**config.mk**
```make
export PLATFORM = sky130hd
export DESIGN_NAME = round_robin_block_averager
export DESIGN_NICKNAME = d
export VERILOG_FILES = /design/src/hdl/rrba_pkg.sv /design/src/hdl/round_robin_block_averager.sv /design/src/hdl/rrba_div.sv
export SDC_FILE = /design/constraint.sdc
export NUM_CORES = 1
export LEC_CHECK = 0
export BUFFER_PORTS_ARGS = -buffer_cell sky130_fd_sc_hd__buf_2
export CORE_MARGIN = 3
export CORE_UTILIZATION = 44
export CTS_BUF_LIST = sky130_fd_sc_hd__clkbuf_2
export CTS_CLUSTER_SIZE = 10
export DETAILED_ROUTE_END_ITERATION = 8
export PLACE_DENSITY = 0.6
export SLEW_MARGIN = 20
export SYNTH_ARGS = -nofsm -noshare
export SYNTH_HDL_FRONTEND = slang
export SYNTH_SLANG_ARGS = --single-unit
```
**constraint.sdc**
```tcl
create_clock -name clk_i -period 11.1 [get_ports clk_i]
set_input_delay 2.22 -clock clk_i [delete_from_list [all_inputs] [get_ports clk_i]]
set_output_delay 2.22 -clock clk_i [all_outputs]
set_load 0.01 [all_outputs]
```
**src/hdl/rrba_pkg.sv**
```systemverilog
// Shared constants, types and helpers for the round-robin block averager.
`timescale 1ns / 1ps

package rrba_pkg;

  // Channel and data geometry
  localparam int NUM_CHANNELS = 4;
  localparam int CH_BITS      = $clog2(NUM_CHANNELS);
  localparam int SAMPLE_BITS  = 10;
  localparam int LEN_BITS     = 8;
  localparam int SUM_BITS     = SAMPLE_BITS + LEN_BITS;
  localparam int DIV_STEPS    = SUM_BITS;
  localparam int STEP_BITS    = $clog2(DIV_STEPS);

  // Stream beat layout
  localparam int S_TDATA_BITS = ((SAMPLE_BITS + 7) / 8) * 8;
  localparam int OUT_BITS     = 1 + CH_BITS + SAMPLE_BITS + CH_BITS;
  localparam int M_TDATA_BITS = ((OUT_BITS + 7) / 8) * 8;

  // Result field positions inside m_axis_tdata
  localparam int POS_VALID = 0;
  localparam int POS_MCH   = POS_VALID + 1;
  localparam int POS_MEAN  = POS_MCH + CH_BITS;
  localparam int POS_NEXT  = POS_MEAN + SAMPLE_BITS;

  localparam logic [LEN_BITS-1:0]    LEN_RESET  = LEN_BITS'(16);
  localparam logic [SAMPLE_BITS-1:0] SAMPLE_MAX = '1;

  typedef logic [CH_BITS-1:0]     ch_t;
  typedef logic [SAMPLE_BITS-1:0] sample_t;
  typedef logic [LEN_BITS-1:0]    len_t;
  typedef logic [SUM_BITS-1:0]    sum_t;

  // Controller states
  typedef enum logic [2:0] {
    ST_IDLE = 3'b001,
    ST_DIV  = 3'b010,
    ST_OUT  = 3'b100
  } state_e;

  // Divider handshake
  typedef struct packed {
    logic start;
    sum_t dividend;
    len_t divisor;
  } div_req_t;

  typedef struct packed {
    logic done;
    sum_t quotient;
  } div_rsp_t;

  // Step the round-robin pointer
  function automatic ch_t next_ch(input ch_t ch);
    if (ch == ch_t'(NUM_CHANNELS - 1)) begin
      next_ch = '0;
    end else begin
      next_ch = ch + ch_t'(1);
    end
  endfunction

endpackage

```
**src/hdl/round_robin_block_averager.sv**
```systemverilog
// Top level of the round-robin block averager: channel state, control and stream ports.
`timescale 1ns / 1ps

// Takes one 10-bit sample per input beat for the channel currently selected, channels
// served in turn 0..3. Each channel accumulates samples until its block length
// (registers 0..3, reset 16, zero acts as one) is reached, then reports the truncated
// mean, saturated at 1023, and restarts its block. Every input beat gives exactly one
// output beat carrying the next channel to select and, when a block closed, the mean
// and its channel. A beat that does not close a block goes IDLE, OUT, IDLE before the
// next accept; one that closes a block first waits in DIV for the bit-serial divider,
// one quotient bit per cycle over the 18-bit sum. A finished beat waits in the output
// register, so input is taken again while it is unread; the next result then waits.
module round_robin_block_averager (
  input  logic                              clk_i,
  input  logic                              rst_ni,
  // Configuration
  input  logic                              cfg_we_i,
  input  logic [rrba_pkg::CH_BITS-1:0]      cfg_idx_i,
  input  logic [rrba_pkg::LEN_BITS-1:0]     cfg_data_i,
  // Sample stream
  input  logic                              s_axis_tvalid,
  output logic                              s_axis_tready,
  input  logic [rrba_pkg::S_TDATA_BITS-1:0] s_axis_tdata,  // [9:0] sample
  // Result stream
  output logic                              m_axis_tvalid,
  input  logic                              m_axis_tready,
  output logic [rrba_pkg::M_TDATA_BITS-1:0] m_axis_tdata   // mean_valid, mean_channel,
                                                           // mean, next_channel
);

  rrba_pkg::state_e state_q, state_d;
  rrba_pkg::ch_t    ch_q, ch_d;
  rrba_pkg::sum_t   sums_q   [rrba_pkg::NUM_CHANNELS];
  rrba_pkg::len_t   counts_q [rrba_pkg::NUM_CHANNELS];
  rrba_pkg::len_t   len_q    [rrba_pkg::NUM_CHANNELS];

  // Pending result
  logic             res_valid_q, res_valid_d;
  rrba_pkg::ch_t    res_ch_q, res_ch_d;
  rrba_pkg::sample_t res_mean_q, res_mean_d;

  // Output register
  logic                              out_valid_q, out_valid_d;
  logic [rrba_pkg::M_TDATA_BITS-1:0] out_data_q, out_data_d;

  rrba_pkg::div_req_t div_req;
  rrba_pkg::div_rsp_t div_rsp;

  logic              accept;
  rrba_pkg::sample_t smp;
  rrba_pkg::len_t    len_eff;
  rrba_pkg::sum_t    sum_new;
  rrba_pkg::len_t    cnt_new;
  logic              closes;
  logic              out_free;
  rrba_pkg::sample_t mean_sat;

  assign s_axis_tready = (state_q == rrba_pkg::ST_IDLE);
  assign accept        = s_axis_tvalid && s_axis_tready;
  assign out_free      = !out_valid_q || m_axis_tready;
  assign smp           = s_axis_tdata[rrba_pkg::SAMPLE_BITS-1:0];

  // Accumulate the selected channel and check for block close
  always_comb begin
    len_eff = (len_q[ch_q] == '0) ? rrba_pkg::len_t'(1) : len_q[ch_q];
    sum_new = sums_q[ch_q] + rrba_pkg::sum_t'(smp);
    cnt_new = counts_q[ch_q] + rrba_pkg::len_t'(1);
    closes  = (cnt_new >= len_eff);
  end

  // Saturate the quotient to the sample range
  assign mean_sat = (|div_rsp.quotient[rrba_pkg::SUM_BITS-1:rrba_pkg::SAMPLE_BITS]) ?
                    rrba_pkg::SAMPLE_MAX : div_rsp.quotient[rrba_pkg::SAMPLE_BITS-1:0];

  assign div_req.start    = accept && closes;
  assign div_req.dividend = sum_new;
  assign div_req.divisor  = len_eff;

  rrba_div u_div (
    .clk_i  (clk_i),
    .rst_ni (rst_ni),
    .req_i  (div_req),
    .rsp_o  (div_rsp)
  );

  // Sequence: accept, optional divide, hand over to the output register
  always_comb begin
    state_d     = state_q;
    ch_d        = ch_q;
    res_valid_d = res_valid_q;
    res_ch_d    = res_ch_q;
    res_mean_d  = res_mean_q;
    out_valid_d = out_valid_q && !m_axis_tready;
    out_data_d  = out_data_q;
    unique case (state_q)
      rrba_pkg::ST_IDLE: begin
        if (accept) begin
          ch_d        = rrba_pkg::next_ch(ch_q);
          res_valid_d = closes;
          res_ch_d    = closes ? ch_q : '0;
          res_mean_d  = '0;
          state_d     = closes ? rrba_pkg::ST_DIV : rrba_pkg::ST_OUT;
        end
      end
      rrba_pkg::ST_DIV: begin
        if (div_rsp.done) begin
          res_mean_d = mean_sat;
          state_d    = rrba_pkg::ST_OUT;
        end
      end
      rrba_pkg::ST_OUT: begin
        if (out_free) begin
          out_valid_d = 1'b1;
          out_data_d  = '0;
          out_data_d[rrba_pkg::POS_VALID]                              = res_valid_q;
          out_data_d[rrba_pkg::POS_MCH +: rrba_pkg::CH_BITS]           = res_ch_q;
          out_data_d[rrba_pkg::POS_MEAN +: rrba_pkg::SAMPLE_BITS]      = res_mean_q;
          out_data_d[rrba_pkg::POS_NEXT +: rrba_pkg::CH_BITS]          = ch_q;
          state_d     = rrba_pkg::ST_IDLE;
        end
      end
      default: state_d = rrba_pkg::ST_IDLE;
    endcase
  end

  always_ff @(posedge clk_i or negedge rst_ni) begin
    if (!rst_ni) begin
      state_q     <= rrba_pkg::ST_IDLE;
      ch_q        <= '0;
      out_valid_q <= 1'b0;
    end else begin
      state_q     <= state_d;
      ch_q        <= ch_d;
      out_valid_q <= out_valid_d;
    end
  end

  // Per-channel sums, counts and block lengths
  always_ff @(posedge clk_i or negedge rst_ni) begin
    if (!rst_ni) begin
      for (int i = 0; i < rrba_pkg::NUM_CHANNELS; i++) begin
        sums_q[i]   <= '0;
        counts_q[i] <= '0;
        len_q[i]    <= rrba_pkg::LEN_RESET;
      end
    end else begin
      if (accept) begin
        sums_q[ch_q]   <= closes ? '0 : sum_new;
        counts_q[ch_q] <= closes ? '0 : cnt_new;
      end
      if (cfg_we_i) begin
        len_q[cfg_idx_i] <= cfg_data_i;
      end
    end
  end

  // Payload registers
  always_ff @(posedge clk_i) begin
    res_valid_q <= res_valid_d;
    res_ch_q    <= res_ch_d;
    res_mean_q  <= res_mean_d;
    out_data_q  <= out_data_d;
  end

  assign m_axis_tvalid = out_valid_q;
  assign m_axis_tdata  = out_data_q;

  // Divider finishes only while the controller waits for it
  assert property (@(posedge clk_i) disable iff (!rst_ni)
    div_rsp.done |-> state_q == rrba_pkg::ST_DIV)
    else $error("divider done outside divide state");

  // A beat without a closed block carries no mean and no channel
  assert property (@(posedge clk_i) disable iff (!rst_ni)
    (m_axis_tvalid && !m_axis_tdata[rrba_pkg::POS_VALID]) |->
    (m_axis_tdata[rrba_pkg::POS_NEXT-1:rrba_pkg::POS_MCH] == '0))
    else $error("mean fields set on a beat without a closed block");

  // Next channel follows the closed channel
  assert property (@(posedge clk_i) disable iff (!rst_ni)
    (m_axis_tvalid && m_axis_tdata[rrba_pkg::POS_VALID]) |->
    (m_axis_tdata[rrba_pkg::POS_NEXT +: rrba_pkg::CH_BITS] ==
     rrba_pkg::next_ch(m_axis_tdata[rrba_pkg::POS_MCH +: rrba_pkg::CH_BITS])))
    else $error("next channel does not follow the closed channel");

  // Controller state stays one-hot
  assert property (@(posedge clk_i) disable iff (!rst_ni)
    $onehot(state_q))
    else $error("controller state not one-hot");

endmodule

```
**src/hdl/rrba_div.sv**
```systemverilog
// Bit-serial restoring divider: one quotient bit per cycle.
`timescale 1ns / 1ps

module rrba_div (
  input  logic               clk_i,
  input  logic               rst_ni,
  input  rrba_pkg::div_req_t req_i,
  output rrba_pkg::div_rsp_t rsp_o
);

  logic                          busy_q, busy_d;
  logic                          done_q, done_d;
  logic [rrba_pkg::STEP_BITS-1:0] step_q, step_d;
  rrba_pkg::sum_t                quo_q, quo_d;
  rrba_pkg::len_t                rem_q, rem_d;
  rrba_pkg::len_t                dvs_q, dvs_d;

  logic [rrba_pkg::LEN_BITS:0]   trial;
  logic [rrba_pkg::LEN_BITS:0]   diff;
  logic                          fits;

  // Shift the next dividend bit into the partial remainder and try a subtract
  always_comb begin
    trial = {rem_q, quo_q[rrba_pkg::SUM_BITS-1]};
    diff  = trial - {1'b0, dvs_q};
    fits  = (trial >= {1'b0, dvs_q});
  end

  always_comb begin
    busy_d = busy_q;
    done_d = 1'b0;
    step_d = step_q;
    quo_d  = quo_q;
    rem_d  = rem_q;
    dvs_d  = dvs_q;
    if (busy_q) begin
      quo_d  = {quo_q[rrba_pkg::SUM_BITS-2:0], fits};
      rem_d  = fits ? diff[rrba_pkg::LEN_BITS-1:0] : trial[rrba_pkg::LEN_BITS-1:0];
      step_d = step_q + rrba_pkg::STEP_BITS'(1);
      if (step_q == rrba_pkg::STEP_BITS'(rrba_pkg::DIV_STEPS - 1)) begin
        busy_d = 1'b0;
        done_d = 1'b1;
      end
    end else if (req_i.start) begin
      busy_d = 1'b1;
      step_d = '0;
      quo_d  = req_i.dividend;
      rem_d  = '0;
      dvs_d  = req_i.divisor;
    end
  end

  always_ff @(posedge clk_i or negedge rst_ni) begin
    if (!rst_ni) begin
      busy_q <= 1'b0;
      done_q <= 1'b0;
      step_q <= '0;
    end else begin
      busy_q <= busy_d;
      done_q <= done_d;
      step_q <= step_d;
    end
  end

  // Datapath holds no reset
  always_ff @(posedge clk_i) begin
    quo_q <= quo_d;
    rem_q <= rem_d;
    dvs_q <= dvs_d;
  end

  assign rsp_o.done     = done_q;
  assign rsp_o.quotient = quo_q;

endmodule

```
==> results of run 1 <==
-- worst max-delay path: stages (launching register included) --
cell	delay (ps)
dfrtp_2	350
buf_4	610
mux4_2	670
ha_1	250
xnor2_1	160
inv_1	80
ha_1	290
a21oi_1	140
o21ai_0	100
a211o_1	310
a21oi_2	150
clkinv_1	810
a21oi_2	660
inv_1	570
-- metal layers --
layer  wire length (µm)  share of wire  up-vias
li1                   -              -     3279
met1               9880           0.47     3233
met2              10000           0.47      133
met3                868          0.041       33
met4                408          0.019        0
met5                  0              0        -
-- synth_stat cells, types with 4 or more instances --
master / count
ha_1: 33
mux2_2: 37
nand2b_1: 7
inv_1: 39
edfxtp_1: 62
a22o_1: 4
nor3_1: 4
dfrtp_1: 144
o21a_1: 4
a21oi_1: 14
nand3_1: 11
nand2_1: 151
a31oi_1: 5
nor2b_1: 6
nor2_1: 37
xor2_1: 7
o21ai_1: 11
a21o_1: 5
buf_2: 7
clkbuf_1: 25
xnor2_1: 13
o21ai_0: 87
mux4_2: 32
nand3b_1: 4
mux2i_1: 17
a211oi_1: 4
dfstp_2: 5
o31ai_1: 29
-- kinds of logic after synthesis --
group / Yosys count / synth area share
AND/OR/NAND/NOR: 249 / 0.112
flip-flops: 211 / 0.548
other: 1 / 0.000367
adder cells (fa/ha/maj): 35 / 0.0444
XOR/XNOR: 25 / 0.0251
buffers and inverters: 79 / 0.0337
AO/OA/AOI/OAI: 175 / 0.103
multiplexers: 88 / 0.133
-- flip-flops by register name, summed over array words and instances, names as in the netlist --
register	flops
u_div.step_q	5
counts_q	32
u_div.rem_q	8
sums_q	72
res_valid_q	1
m_axis_tdata	15
res_ch_q	2
m_axis_tvalid	1
ch_q	2
u_div.done_q	1
u_div.dvs_q	8
res_mean_q	10
len_q	32
u_div.busy_q	1
state_q	3
u_div.quo_q	18
-- stage by stage --
stage / std cells / total power [mW] / utilization / worst slack (ps) / hold slack [ps]
final: 1259 / 1.42 / 0.491 / 5450 / 425
after floorplan: 863 / 0.896 / - / 6890 / 400
after global routing: 1259 / 1.50 / 0.491 / 4990 / 433
after CTS: 1258 / 1.45 / 0.491 / 5760 / 425
after detailed placement: 1159 / 0.931 / 0.470 / 5850 / 405
after global placement: 1159 / 0.928 / 0.470 / 5850 / 403
-- power by group --
group | internal [mW] | switching (mW)
registers | 0.822 | 0.00997
logic | 0.0383 | 0.0425
clock network | 0.198 | 0.312
total | 1.06 | 0.364
-- worst paths after layout --
path                             start         endpoint  slack, ps
setup / recovery               ch_q[0]  u_div.quo_q[17]       5450
hold / removal             res_valid_q  m_axis_tdata[0]        430
setup reg to reg               ch_q[0]  u_div.quo_q[17]       5450
hold reg to reg            res_valid_q  m_axis_tdata[0]        430
max in group asynchronous       rst_ni         len_q[7]       8270
min in group asynchronous       rst_ni       sums_q[41]       1480
-- cell type report --
cell class | instances | area share
Clock inverter | 17 | 0.00650
Sequential cell | 211 | 0.502
Multi-Input combinational cell | 573 | 0.384
Inverter | 39 | 0.0131
Clock buffer | 82 | 0.0368
Timing Repair Buffer | 51 | 0.0257
Tap cell | 285 | 0.0320
Antenna cell | 1 | 0.000224
==> out/metrics.cfg, run 1 <==
[run]
max_cap_viol_count=0

[logic_synthesis]
synth_top_flop_cell=dfrtp_1
synth_top_area_frac=0.353
ys_async_sr_fraction=0.706
synthesis.area_um2=10200
yosysTopAreaCell=dfrtp_1
yosysUniqueCellTypes=65
synth.avg_cell_area_um2=11.8
ys_top_cells_by_area=dfrtp_1 35%, edfxtp_1 18%, mux4_2 7.1%, nand2_1 5.6%, o21ai_0 4.3%
syn_inst=863
seq_area_frac_synth=0.548
syn_nets=929
synth-edff-count=62
synth_seq_cells=211
yosysWarningCount=0

[layout]
mostFrequentLayoutCell=nand2_1
fin_area_um2=11200
regArea_um2=5600
most-common-layout-cells=151 x nand2_1, 142 x dfrtp_1, 87 x o21ai_0
area_growth_pct=9.35
layout-drive-gt1-share=0.239
final.fill_count=2118
multi_input_area_um2=4290
nets=996

[floorplan]
core_um2=22700
placementRows=55
fp.dieArea_um2=25100
initial_core_util=0.449
io_pins=49
dieWidth_um=158
die_h_um=158

[global_routing]
grt_usage=0.177
grt-busiest-layer=met2
grt_pass1_wl_um=35300
overflow=0
use_met3=0.0353
antenna_found_initial=1
grt_max_degree=88
met1_usage=0.242
grt_pass1_vias=6882
grtUsageMet2=0.288

[placed_design]
dpl.hpwl_um=13200
placed_area_um2=10700
port_buffers=41
gp_congestion=0.760

[drt]
dr.pass1.iters=5
wl_per_cell_um=16.8
ant_nets=0
vias=6678
postRouteWirelength_um=21200
drc_errors=0
routed_via_density=5.30
first_iter_violations=397

[timing]
tightest_slew_ps=1050
min_period_ps=5650
rsz0062_at_grt=no
fin_setup_tns_ps=0
finalMaxSlewViolations=0
max_freq_mhz=177
hold_viol=0
timing.final.crit_share=0.509
slew_headroom=0.302
clock_skew_ps=48.0
finalSetupViolCount=0

[critical_path]
cp-end-kind=flip-flop
cp_max_fo=39
critical_path_required_ps=11470
startpoint_type=flip-flop
reg2reg_depth=13
cp.arrival_ps=6010
crit_type=flip-flop to flip-flop

[cts]
clkTransAtPathRegs_ps=100
root_buffer=clkbuf_2
cts_sinks=211
clk_latency_ps=820
cts_tree=yes
htree_levels=2
cts_hold_buf=0
cts_made_buffers=54
clk_path_buf_depth=3
post_cts_buffers=0
cts_resized=0

[min_path]
min_path_cells=0
hold_path_class=flip-flop to flip-flop

[power]
vdd_drop_max_mv=0.0714
powerDensity_nw_per_um2=127
leakage_nw=5.00

[outcome]
status=finished clean

(Power assumes the default switching activity.)
==> inputs of run 2 (changes only) <==
--- a/config.mk
+++ b/config.mk
@@ -11,7 +11,7 @@
 export CTS_BUF_LIST = sky130_fd_sc_hd__clkbuf_2
 export CTS_CLUSTER_SIZE = 10
 export DETAILED_ROUTE_END_ITERATION = 8
-export PLACE_DENSITY = 0.6
+export PLACE_DENSITY = 0.63
 export SLEW_MARGIN = 20
 export SYNTH_ARGS = -nofsm -noshare
 export SYNTH_HDL_FRONTEND = slang
==> constraint.sdc (replaced) <==
create_clock -name clk_i -period 5 [get_ports clk_i]
set_input_delay 1 -clock clk_i [delete_from_list [all_inputs] [get_ports clk_i]]
set_output_delay 1 -clock clk_i [all_outputs]
set_load 0.01 [all_outputs]
==> run 2 against run 1 <==
Against the previous run:
- total power rose by 120%
- sequential share of layout area fell by 0.12 points
- routed wire length fell by 2.2%
- critical endpoint is now u_div.quo_q[12]
==> out/metrics.cfg, run 2 (synthesized netlist as in run 1, its figures left out) <==
[drt]
dr.pass1.iters=5
wl_per_cell_um=16.4
routed_via_density=5.26
first_iter_violations=361
ant_nets=0
drc_errors=0
vias=6634
postRouteWirelength_um=20700

[power]
leakage_nw=5.04
vdd_drop_max_mv=0.179
powerDensity_nw_per_um2=283
fin_total_pwr_mw=3.16

[critical_path]
ff2ff_setup_slack_ps=750
reg2reg_depth=12
critical_path_required_ps=5340
crit_type=flip-flop to flip-flop
reg2reg_from=ch_q[0]
startpoint_type=flip-flop
cp.arrival_ps=4580
cp-end-kind=flip-flop
cp_max_fo=26
r2r-end=u_div.quo_q[12]

[layout]
fin_cells=1262
max_flop_register=sums_q
mostFrequentLayoutCell=nand2_1
regArea_um2=5600
area_growth_pct=9.60
largest_reg_flops=72
multi_input_area_um2=4290
layout-drive-gt1-share=0.247
final.fill_count=2075
nets=1000
most-common-layout-cells=151 x nand2_1, 143 x dfrtp_1, 88 x clkbuf_2
fin_area_um2=11200
largest_registers=sums_q: 72 flops, counts_q: 32 flops, len_q: 32 flops

[floorplan]
fp.dieArea_um2=25100
io_pins=49
core_um2=22700
dieWidth_um=158
initial_core_util=0.449
die_h_um=158
placementRows=55

[placed_design]
dpl.hpwl_um=13400
place_inst=1163
gp_congestion=0.813
placed_area_um2=10700
port_buffers=41

[cts]
clkTransAtPathRegs_ps=120
clk_latency_ps=800
cts_resized=0
cts_sinks=211
htree_levels=2
clk_path_buf_depth=3
cts_made_buffers=54
post_cts_buffers=0
root_buffer=clkbuf_2
cts_tree=yes
cts_hold_buf=0

[global_routing]
grt_usage=0.172
met1_usage=0.234
grt_pass1_wl_um=34300
overflow=0
use_met3=0.0375
grtUsageMet2=0.279
grt_pass1_vias=6791
antenna_found_initial=1
grt-busiest-layer=met2
grt_max_degree=86

[timing]
tightest_slew_ps=1050
slew_headroom=0.301
finalMaxSlewViolations=0
timing.final.crit_share=0.850
finalSetupViolCount=0
rsz0062_at_grt=no
min_period_ps=4250
clock_skew_ps=60.3
fin_setup_tns_ps=0
hold_viol=0
whs_ps=267
max_freq_mhz=235

[min_path]
hold_path_class=input pin to async pin

[outcome]
status=finished clean

[run]
max_cap_viol_count=0

## run 2: layout make-up
type,count,share of cell area
Sequential cell,211,0.500
Multi-Input combinational cell,573,0.383
Clock buffer,88,0.0394
Tap cell,285,0.0319
Timing Repair Buffer,55,0.0283
Inverter,39,0.0131
Clock inverter,10,0.00347
Antenna cell,1,0.000224
## run 2: where the power goes
| part | leakage [nW] | internal [mW] | total (mW) | switching (mW) |
|---|---|---|---|---|
| clock | 0.386 | 0.458 | 1.14 | 0.680 |
| sequential | 2.55 | 1.83 | 1.85 | 0.0222 |
| combinational | 2.10 | 0.0853 | 0.179 | 0.0934 |
## run 2: per-layer routing
layer  wire [µm]  vias up
li1            -     3272
met1        9450     3182
met2        9790      143
met3        1030       37
met4         426        0
met5           0        -
## run 2: per-stage QoR
step / worst slack (ps) / util
after CTS: 651 / 0.492
after floorplan: 1240 / -
after global placement: 800 / 0.471
after global routing: 391 / 0.493
after detailed placement: 740 / 0.471
final: 752 / 0.493
## run 2: critical path, stage by stage (launching register included)
cell and delay (ps):
dfrtp_2 660, buf_4 280, mux4_2 560, and2_1 230, nand4_1 120, xnor2_1 150
ha_1 280, a21o_1 180, a21o_1 180, a21oi_2 130, inv_1 130, a21oi_2 310
inv_1 530
## run 2: worst max path at each step
stage                       start         endpoint  slack [ps]  cells after the start
after floorplan           ch_q[0]   u_div.quo_q[0]        1240                     14
after global placement    ch_q[0]   u_div.quo_q[8]         800                     12
after detailed placement  ch_q[0]   u_div.rem_q[0]         740                     12
after CTS                 ch_q[0]  u_div.quo_q[16]         650                     12
after global routing      ch_q[0]   u_div.quo_q[4]         390                     12
final                     ch_q[0]  u_div.quo_q[12]         750                     12
